**src/rtl/fmc_pkg.sv**
```systemverilog
// Shared constants and types of the configurable float multiplier.
`default_nettype none
package fmc_pkg;

  localparam int WORD_BITS_DEF = 32;
  localparam int CFG_W         = 5;
  localparam int IDX_W         = 2;

  localparam logic [IDX_W-1:0] CFG_FRAC_W = 2'd0;
  localparam logic [IDX_W-1:0] CFG_EXP_W  = 2'd1;
  localparam logic [IDX_W-1:0] CFG_RMODE  = 2'd2;

  localparam logic [4:0] FRAC_W_RST = 5'd23;
  localparam logic [4:0] EXP_W_RST  = 5'd8;

  localparam logic [2:0] RND_NEAREST = 3'd0;
  localparam logic [2:0] RND_GUARD   = 3'd1;
  localparam logic [2:0] RND_TRUNC   = 3'd2;
  localparam logic [2:0] RND_POS     = 3'd3;
  localparam logic [2:0] RND_NEG     = 3'd4;

  typedef struct packed {
    logic zero;
    logic ovf;
    logic unf;
    logic inx;
    logic nan;
  } fmc_flags_t;

endpackage
`default_nettype wire

```
**src/rtl/fmc_unpack.sv**
```systemverilog
// Operand decode: field extraction, special cases, significands and exponent sum.
`default_nettype none
module fmc_unpack #(
  parameter int WORD_BITS = fmc_pkg::WORD_BITS_DEF
) (
  input  wire logic [4:0]            fw_cfg,
  input  wire logic [4:0]            ew_cfg,
  input  wire logic [WORD_BITS-1:0]  op_a,
  input  wire logic [WORD_BITS-1:0]  op_b,
  output logic [4:0]                 fw,
  output logic [WORD_BITS-2:0]       emax,
  output logic                       sign,
  output logic [WORD_BITS-3:0]       ma,
  output logic [WORD_BITS-3:0]       mb,
  output logic signed [WORD_BITS+1:0] xsum,
  output logic                       special,
  output logic [WORD_BITS-1:0]       spec_word,
  output fmc_pkg::fmc_flags_t        spec_flags
);
  localparam int W  = WORD_BITS;
  localparam int XW = WORD_BITS + 2;
  localparam logic [4:0] FW_MAX = 5'(WORD_BITS - 3);
  localparam logic [4:0] EW_TOP = 5'(WORD_BITS - 1);

  logic [4:0]   ew_lim, ew;
  logic [W-2:0] fmask, bias, ea, eb, fa, fb, ma_w, mb_w, emax_sh;
  logic [W-1:0] sign_word, inf_word, nan_word;
  logic         za, zb, ia, ib, na, nb;
  logic signed [XW-1:0] fw_x, xa, xb, bias_x;

  always_comb begin
    fw = (fw_cfg < 5'd2) ? 5'd2 : ((fw_cfg > FW_MAX) ? FW_MAX : fw_cfg);
    ew_lim = EW_TOP - fw;
    ew = (ew_cfg < 5'd2) ? 5'd2 : ((ew_cfg > ew_lim) ? ew_lim : ew_cfg);
    emax  = ~({(W-1){1'b1}} << ew);
    fmask = ~({(W-1){1'b1}} << fw);
    bias  = emax >> 1;

    ea = op_a[W-2:0] >> fw & emax;
    eb = op_b[W-2:0] >> fw & emax;
    fa = op_a[W-2:0] & fmask;
    fb = op_b[W-2:0] & fmask;
    sign = op_a[W-1] ^ op_b[W-1];

    za = (ea == '0) && (fa == '0);
    zb = (eb == '0) && (fb == '0);
    ia = (ea == emax) && (fa == '0);
    ib = (eb == emax) && (fb == '0);
    na = (ea == emax) && (fa != '0);
    nb = (eb == emax) && (fb != '0);

    emax_sh   = emax << fw;
    sign_word = {sign, {(W-1){1'b0}}};
    inf_word  = {sign, emax_sh};
    nan_word  = {1'b0, emax_sh | ({{(W-2){1'b0}}, 1'b1} << (fw - 5'd1))};

    special    = 1'b1;
    spec_word  = sign_word;
    spec_flags = '0;
    if (na || nb) begin
      if ((za && nb) || (zb && na)) begin
        spec_flags.zero = 1'b1;
      end else begin
        spec_word      = nan_word;
        spec_flags.nan = 1'b1;
        spec_flags.inx = 1'b1;
      end
    end else if (ia || ib) begin
      if ((ia && zb) || (ib && za)) begin
        spec_word      = nan_word;
        spec_flags.nan = 1'b1;
        spec_flags.inx = 1'b1;
      end else begin
        spec_word      = inf_word;
        spec_flags.ovf = 1'b1;
      end
    end else if (za || zb) begin
      spec_flags.zero = 1'b1;
    end else begin
      special = 1'b0;
    end

    // Subnormals carry no hidden one and take an exponent of one minus the fraction width.
    ma_w = (ea == '0) ? fa : (({{(W-2){1'b0}}, 1'b1} << fw) | fa);
    mb_w = (eb == '0) ? fb : (({{(W-2){1'b0}}, 1'b1} << fw) | fb);
    ma = ma_w[W-3:0];
    mb = mb_w[W-3:0];

    fw_x   = $signed({{(XW-5){1'b0}}, fw});
    bias_x = $signed({3'b000, bias});
    xa = (ea == '0) ? ($signed(XW'(1)) - fw_x) : $signed({3'b000, ea});
    xb = (eb == '0) ? ($signed(XW'(1)) - fw_x) : $signed({3'b000, eb});
    xsum = xa + xb - bias_x;
  end
endmodule
`default_nettype wire

```
**src/rtl/fmc_round.sv**
```systemverilog
// Normalize and round stage, then overflow, subnormal shift and packing into the output register.
`default_nettype none
module fmc_round #(
  parameter int WORD_BITS = fmc_pkg::WORD_BITS_DEF
) (
  input  wire logic                       clk,
  input  wire logic                       rst_n,
  input  wire logic                       in_v,
  input  wire logic [2*WORD_BITS-5:0]     prod,
  input  wire logic [4:0]                 fw,
  input  wire logic [WORD_BITS-2:0]       emax,
  input  wire logic                       sign,
  input  wire logic [2:0]                 rmode,
  input  wire logic signed [WORD_BITS+1:0] xsum,
  input  wire logic                       special,
  input  wire logic [WORD_BITS-1:0]       spec_word,
  input  wire fmc_pkg::fmc_flags_t        spec_flags,
  output logic                            out_v,
  output logic [WORD_BITS-1:0]            out_word,
  output fmc_pkg::fmc_flags_t             out_flags
);
  localparam int W   = WORD_BITS;
  localparam int PW  = 2 * WORD_BITS - 4;
  localparam int XW  = WORD_BITS + 2;
  localparam int SHW = $clog2(WORD_BITS);

  // Rounding stage.
  logic          norm, guard, rbit, sticky, exact, inc, carry;
  logic [5:0]    drop;
  logic [PW-1:0] low, prod_n;
  logic [W-2:0]  sig, sig_i, fmask, frac;
  logic signed [XW-1:0] fexp;

  logic                 s_v_r;
  logic [W-2:0]         s_frac_r, s_emax_r;
  logic signed [XW-1:0] s_fexp_r;
  logic                 s_exact_r, s_sign_r, s_special_r;
  logic [4:0]           s_fw_r;
  logic [W-1:0]         s_spec_word_r;
  fmc_pkg::fmc_flags_t  s_spec_flags_r;

  always_comb begin
    prod_n = prod >> {fw, 1'b1};
    norm   = prod_n[0];
    drop   = {1'b0, fw} + {5'd0, norm};
    low    = ~({PW{1'b1}} << drop);
    guard  = |(prod & low & ~(low >> 1));
    rbit   = |(prod & (low >> 1) & ~(low >> 2));
    sticky = |(prod & (low >> 2));
    sig    = (W-1)'(prod >> drop);
    case (rmode)
      fmc_pkg::RND_NEAREST: inc = guard && (rbit || sticky || sig[0]);
      fmc_pkg::RND_GUARD:   inc = guard;
      fmc_pkg::RND_POS:     inc = guard && !sign;
      fmc_pkg::RND_NEG:     inc = guard && sign;
      default:              inc = 1'b0;
    endcase
    exact = ~|(prod & low) && !inc;
    sig_i = sig + {{(W-2){1'b0}}, inc};
    carry = |(sig_i & ({{(W-2){1'b0}}, 1'b1} << (fw + 5'd1)));
    if (carry) begin
      sig_i = sig_i >> 1;
    end
    fmask = ~({(W-1){1'b1}} << fw);
    frac  = sig_i & fmask;
    fexp  = xsum + $signed({{(XW-1){1'b0}}, norm}) + $signed({{(XW-1){1'b0}}, carry});
  end

  always_ff @(posedge clk) begin
    if (!rst_n) begin
      s_v_r <= 1'b0;
    end else begin
      s_v_r <= in_v;
    end
    s_frac_r       <= frac;
    s_fexp_r       <= fexp;
    s_exact_r      <= exact;
    s_sign_r       <= sign;
    s_fw_r         <= fw;
    s_emax_r       <= emax;
    s_special_r    <= special;
    s_spec_word_r  <= spec_word;
    s_spec_flags_r <= spec_flags;
  end

  // Packing stage.
  logic                 ovf, unf, st;
  logic signed [XW-1:0] shift, emax_x;
  logic [SHW-1:0]       sh;
  logic [W-2:0]         full, msk, sub, fm2, ex_sh;
  logic [W-1:0]         word_nxt;
  fmc_pkg::fmc_flags_t  flags_nxt;

  always_comb begin
    emax_x = $signed({3'b000, s_emax_r});
    ovf    = s_fexp_r >= emax_x;
    unf    = s_fexp_r <= $signed(XW'(0));
    shift  = $signed(XW'(1)) - s_fexp_r;
    sh     = (shift > $signed(XW'(W - 1))) ? SHW'(W - 1) : shift[SHW-1:0];
    fm2    = ~({(W-1){1'b1}} << s_fw_r);
    full   = ({{(W-2){1'b0}}, 1'b1} << s_fw_r) | s_frac_r;
    msk    = ~({(W-1){1'b1}} << sh);
    st     = |(full & msk);
    sub    = (full >> sh) & fm2;
    ex_sh  = s_fexp_r[W-2:0] << s_fw_r;

    flags_nxt = '0;
    if (s_special_r) begin
      word_nxt  = s_spec_word_r;
      flags_nxt = s_spec_flags_r;
    end else if (ovf) begin
      word_nxt      = {s_sign_r, s_emax_r << s_fw_r};
      flags_nxt.ovf = 1'b1;
      flags_nxt.inx = !s_exact_r;
    end else if (unf) begin
      word_nxt       = {s_sign_r, sub};
      flags_nxt.zero = (sub == '0);
      flags_nxt.unf  = 1'b1;
      flags_nxt.inx  = !s_exact_r || st;
    end else begin
      word_nxt      = {s_sign_r, ex_sh | s_frac_r};
      flags_nxt.inx = !s_exact_r;
    end
  end

  always_ff @(posedge clk) begin
    if (!rst_n) begin
      out_v <= 1'b0;
    end else begin
      out_v <= s_v_r;
    end
    out_word  <= word_nxt;
    out_flags <= flags_nxt;
  end
endmodule
`default_nettype wire

```
**src/rtl/float_multiplier_configurable_core.sv**
```systemverilog
// Top level of the pipelined configurable float multiplier.
// Takes one operand pair per clock and returns each product with out_valid high
// for a single cycle, through the pipeline stages: decode, significand
// multiply, normalize and round, then pack into the output register. busy is
// always low and the receiver cannot stall. Format and rounding registers may
// be written only while no beat is in the four-stage pipeline.
`default_nettype none
module float_multiplier_configurable_core #(
  parameter int WORD_BITS = fmc_pkg::WORD_BITS_DEF
) (
  input  wire logic                 clk,
  input  wire logic                 rst_n,
  input  wire logic                 cfg_we,
  input  wire logic [1:0]           cfg_index,
  input  wire logic [4:0]           cfg_data,
  input  wire logic                 start,
  output logic                      busy,
  input  wire logic [WORD_BITS-1:0] in_operand_a,
  input  wire logic [WORD_BITS-1:0] in_operand_b,
  output logic                      out_valid,
  output logic [WORD_BITS-1:0]      out_product_word,
  output logic                      out_zero_flag,
  output logic                      out_overflow_flag,
  output logic                      out_underflow_flag,
  output logic                      out_inexact_flag,
  output logic                      out_nan_flag
);
  localparam int W  = WORD_BITS;
  localparam int MW = WORD_BITS - 2;
  localparam int PW = 2 * MW;
  localparam int XW = WORD_BITS + 2;

  logic [4:0] fw_cfg_r, ew_cfg_r;
  logic [2:0] rm_cfg_r;

  always_ff @(posedge clk) begin
    if (!rst_n) begin
      fw_cfg_r <= fmc_pkg::FRAC_W_RST;
      ew_cfg_r <= fmc_pkg::EXP_W_RST;
      rm_cfg_r <= fmc_pkg::RND_NEAREST;
    end else if (cfg_we) begin
      case (cfg_index)
        fmc_pkg::CFG_FRAC_W: fw_cfg_r <= cfg_data;
        fmc_pkg::CFG_EXP_W:  ew_cfg_r <= cfg_data;
        fmc_pkg::CFG_RMODE:  rm_cfg_r <= cfg_data[2:0];
        default: ;
      endcase
    end
  end

  assign busy = 1'b0;

  logic [4:0]           d_fw;
  logic [W-2:0]         d_emax;
  logic                 d_sign, d_special;
  logic [MW-1:0]        d_ma, d_mb;
  logic signed [XW-1:0] d_xsum;
  logic [W-1:0]         d_spec_word;
  fmc_pkg::fmc_flags_t  d_spec_flags;

  fmc_unpack #(.WORD_BITS(WORD_BITS)) u_unpack (
    .fw_cfg     (fw_cfg_r),
    .ew_cfg     (ew_cfg_r),
    .op_a       (in_operand_a),
    .op_b       (in_operand_b),
    .fw         (d_fw),
    .emax       (d_emax),
    .sign       (d_sign),
    .ma         (d_ma),
    .mb         (d_mb),
    .xsum       (d_xsum),
    .special    (d_special),
    .spec_word  (d_spec_word),
    .spec_flags (d_spec_flags)
  );

  // Decode stage and multiply stage registers.
  logic                 s1_v_r, s2_v_r;
  logic [4:0]           s1_fw_r, s2_fw_r;
  logic [W-2:0]         s1_emax_r, s2_emax_r;
  logic                 s1_sign_r, s2_sign_r, s1_special_r, s2_special_r;
  logic [2:0]           s1_rm_r, s2_rm_r;
  logic [MW-1:0]        s1_ma_r, s1_mb_r;
  logic [PW-1:0]        s2_prod_r;
  logic signed [XW-1:0] s1_xsum_r, s2_xsum_r;
  logic [W-1:0]         s1_spec_word_r, s2_spec_word_r;
  fmc_pkg::fmc_flags_t  s1_spec_flags_r, s2_spec_flags_r;

  always_ff @(posedge clk) begin
    if (!rst_n) begin
      s1_v_r <= 1'b0;
      s2_v_r <= 1'b0;
    end else begin
      s1_v_r <= start && !busy;
      s2_v_r <= s1_v_r;
    end
    s1_fw_r         <= d_fw;
    s1_emax_r       <= d_emax;
    s1_sign_r       <= d_sign;
    s1_special_r    <= d_special;
    s1_rm_r         <= rm_cfg_r;
    s1_ma_r         <= d_ma;
    s1_mb_r         <= d_mb;
    s1_xsum_r       <= d_xsum;
    s1_spec_word_r  <= d_spec_word;
    s1_spec_flags_r <= d_spec_flags;

    s2_fw_r         <= s1_fw_r;
    s2_emax_r       <= s1_emax_r;
    s2_sign_r       <= s1_sign_r;
    s2_special_r    <= s1_special_r;
    s2_rm_r         <= s1_rm_r;
    s2_prod_r       <= s1_ma_r * s1_mb_r;
    s2_xsum_r       <= s1_xsum_r;
    s2_spec_word_r  <= s1_spec_word_r;
    s2_spec_flags_r <= s1_spec_flags_r;
  end

  fmc_pkg::fmc_flags_t o_flags;

  fmc_round #(.WORD_BITS(WORD_BITS)) u_round (
    .clk        (clk),
    .rst_n      (rst_n),
    .in_v       (s2_v_r),
    .prod       (s2_prod_r),
    .fw         (s2_fw_r),
    .emax       (s2_emax_r),
    .sign       (s2_sign_r),
    .rmode      (s2_rm_r),
    .xsum       (s2_xsum_r),
    .special    (s2_special_r),
    .spec_word  (s2_spec_word_r),
    .spec_flags (s2_spec_flags_r),
    .out_v      (out_valid),
    .out_word   (out_product_word),
    .out_flags  (o_flags)
  );

  assign out_zero_flag      = o_flags.zero;
  assign out_overflow_flag  = o_flags.ovf;
  assign out_underflow_flag = o_flags.unf;
  assign out_inexact_flag   = o_flags.inx;
  assign out_nan_flag       = o_flags.nan;
endmodule
`default_nettype wire

```
**config.mk**
```make
export PLATFORM = sky130hd
export DESIGN_NAME = float_multiplier_configurable_core
export DESIGN_NICKNAME = d
export VERILOG_FILES = /design/src/rtl/fmc_pkg.sv /design/src/rtl/fmc_unpack.sv /design/src/rtl/fmc_round.sv /design/src/rtl/float_multiplier_configurable_core.sv
export SDC_FILE = /design/constraint.sdc
export NUM_CORES = 2
export LEC_CHECK = 0
export ABC_AREA = 1
export BUFFER_PORTS_ARGS = -buffer_cell sky130_fd_sc_hd__clkbuf_2
export CELL_PAD_IN_SITES_DETAIL_PLACEMENT = 0
export CELL_PAD_IN_SITES_GLOBAL_PLACEMENT = 1
export CORE_MARGIN = 5
export CORE_UTILIZATION = 37
export DETAILED_ROUTE_END_ITERATION = 7
export PLACE_DENSITY = 0.66
export SKIP_LAST_GASP = 1
export SYNTH_ARGS = -nofsm -noshare
export SYNTH_HDL_FRONTEND = slang
export SYNTH_SLANG_ARGS = --single-unit
```
**constraint.sdc**
```tcl
create_clock -name clk -period 8.3 [get_ports clk]
set_clock_uncertainty 0.05 [all_clocks]
set_input_delay 0.83 -clock clk [delete_from_list [all_inputs] [get_ports clk]]
set_output_delay 0.83 -clock clk [all_outputs]
set_load 0.05 [all_outputs]
```
==> metrics.txt <==
top-area cell type share of the netlist area=0.245; Critical R2R Capture=u_round.s_fexp_r[28]; Fill cells=18705; Syn Inst Count=about 9600; GRT Residual Overflow=0; initial drt markers=5880; largest net degree at the start of global routing=between 100 and 150; wirelength, routed=between 200 and 300 mm; DRC=0; CTS tree=yes; clock latency on the worst-skew pair=a little under 700 ps; final worst path period share=0.971; Main synth FF type=dfxtp_1; CTS clk-pin slew, worst paths=70 ps; Slew headroom=0.200; Vias=~65000; mean area per synthesized cell=approximately 6.9 sq um; Nets=11273; Worst setup EP type=register; Initial Utilization=0.371; DR vias/cell=about 5.2; Clock Path Buffers=3; # rows=~160; first-pass GRT wire length=~420 mm; R2R Path Start=s2_fw_r[1]; Setup CP Type=register to register; Worst Tran Pin Value=between 1000 and 1500 ps; worst hold path startpoint=s2_emax_r[6]; wire per inst=~22 um; critical path's slowest cell=dfxtp_4; vias in the first global route=around 65000; Worst Reg2Reg Path Length in Cells=61; CP max FO=7; area leader, netlist=fa_1; layout cells sized above 1=0.121; number of flops mapped to enable cells by yosys=0; Final Wtd Congestion=between 0.9 and 1; DRT antenna net count=0; FF-to-FF setup slack=~240 ps; most common cell in the synthesized netlist=nand2_1; Post-synth top cells=nand2_1, inv_1, fa_1; register area=around 11000 sq um; clock root buffer=clkbuf_16; Crit path arrival time=between 8000 and 9000 ps; synth top area cells=fa_1, dfxtp_1, nand2_1, inv_1, ha_1; final setup fails=0; DR pass1 iterations=8; Final Hold Fails=0; area of the multi-input gates=approximately 48000 sq um; Worst Hold Path EP=u_round.s_emax_r[6]; CTS Sinks=roughly 530; fin crit period=8060 ps; RSZ-0062 raised after global routing=yes; Synth Register Bits=roughly 530; WP data required=8790 ps; area grow syn2layout=15.8%; post-synthesis cell area=66200 sq um; GRT Util Overall=0.292; Hold/Removal Path Class=register to register; slowest stage delay, CP=roughly 400 ps; run status=finished clean; Inserted Clock Buffers=between 50 and 60; total of max-cap violations=0; PortBufs=112; fmax=between 0.1 and 0.15 GHz; core area=about 180000 sq um; die footprint=roughly 190000 sq um; # H-tree levels=2; Setup crit start kind=register; hold depth=0; Post-Route Setup TNS=0 ps; ys async rst share=0; HPWL Detailed=approximately 230 mm; post-synthesis sequential area ratio=0.161; # IOs=between 100 and 150; warnings from Yosys=0; CP dominant cell by count=nand2_1; post-synth cell types=73; die width=433 um; Die H=around 430 um; Slew Viols, Final=0; antenna violations before repair=9
## sequential cells by signal (all words and copies together), names as in the netlist, 30 cells and up
| register | flops |
|---|---|
| u_round.s_fexp_r | 34 |
| s1_mb_r | 30 |
| u_round.out_word | 32 |
| s1_spec_word_r | 32 |
| u_round.s_emax_r | 31 |
| s2_prod_r | 60 |
| u_round.s_spec_word_r | 32 |
| u_round.s_frac_r | 31 |
| s2_spec_word_r | 32 |
| s2_emax_r | 31 |
| s1_xsum_r | 34 |
| s1_emax_r | 31 |
| s2_xsum_r | 34 |
| s1_ma_r | 30 |
## cell type report
class	count	share of cell area
multi-input cells	6862	0.624
flip-flops and latches	533	0.140
inverters	1759	0.0864
repair buffers	839	0.0853
well taps	2355	0.0384
clock buffers	74	0.0206
clock inverters	33	0.00570
diodes	8	0.000261
## logic make-up (layout without fill, tap and decap cells)
group	after synthesis	in the layout	share of synthesized area
adders and majority gates	1145	1145	0.309
muxes	95	95	0.0144
other	2	12	0.000113
and+or+nand+nor	4139	4140	0.254
buffers and inverters	2212	2705	0.129
xor gates and xnor gates	142	142	0.0188
AOI/OAI and AO/OA	1336	1336	0.114
DFF	533	533	0.161
## worst max path at each step
stage	startpoint	to	slack, ps	cells past startpoint
2_1_floorplan	s2_fw_r[1]	u_round.s_fexp_r[30]	50	61
3_3_place_gp	s2_fw_r[0]	u_round.s_fexp_r[28]	-1020	61
3_5_place_dp	s2_fw_r[0]	u_round.s_fexp_r[28]	-970	61
4_1_cts	s2_fw_r[1]	u_round.s_fexp_r[28]	5	59
5_1_grt	s2_fw_r[1]	u_round.s_fexp_r[28]	-250	62
6_report	s2_fw_r[1]	u_round.s_fexp_r[28]	240	61
## critical path: cells and delay by family, from the launching register on
kind,cells,cell delay (ps)
flip-flops,1,400
buffers and inverters,14,1500
XOR/XNOR,1,110
AO/OA/AOI/OAI,5,700
AND/OR/NAND/NOR,35,3970
adder cells (fa/ha/maj),6,1210
## placed cells by master, fill, tap and decap left out, types with 66 or more instances in the layout
cell type  count
xor2_1        91
o21ai_1      123
nand2_1     2710
inv_1       1684
dfxtp_1      518
fa_1         810
o21ai_0      561
mux2i_1       95
nor2_1       673
a21oi_1      314
nand4_1       66
ha_1         329
clkbuf_2     112
nand3_1      408
buf_4        670
## timing repair
action                                  in CTS  in global routing
buffers inserted                            17                 24
gates cloned                                 1                  2
endpoints found under the setup margin      19                 29
endpoints found under the hold margin        0                  0
gates resized for setup                     79                177
hold buffers                                 0                  0
pin swaps                                   30                 70
## metrics by stage
stage	setup WS (ps)	utilization	cells	instance area, sq um	hold slack [ps]
5_1_grt	-245	0.430	12462	76700	268
6_report	240	0.430	12463	76700	241
3_5_place_dp	-970	0.411	12304	73300	262
2_1_floorplan	49.7	-	9606	66200	260
3_3_place_gp	-1020	0.411	12304	73300	260
4_1_cts	5.03	0.425	12429	75800	247
## metal layers
layer,up-vias,GRT usage,part of all wire
li1,30554,-,-
met1,31662,0.419,0.46
met2,2470,0.456,0.44
met3,418,0.0375,0.068
met4,0,0.0951,0.037
met5,-,0,0
Power is left out: the tool's default activity adds up to more than one toggle a clock period on the data nets, which glitch-free logic cannot reach.
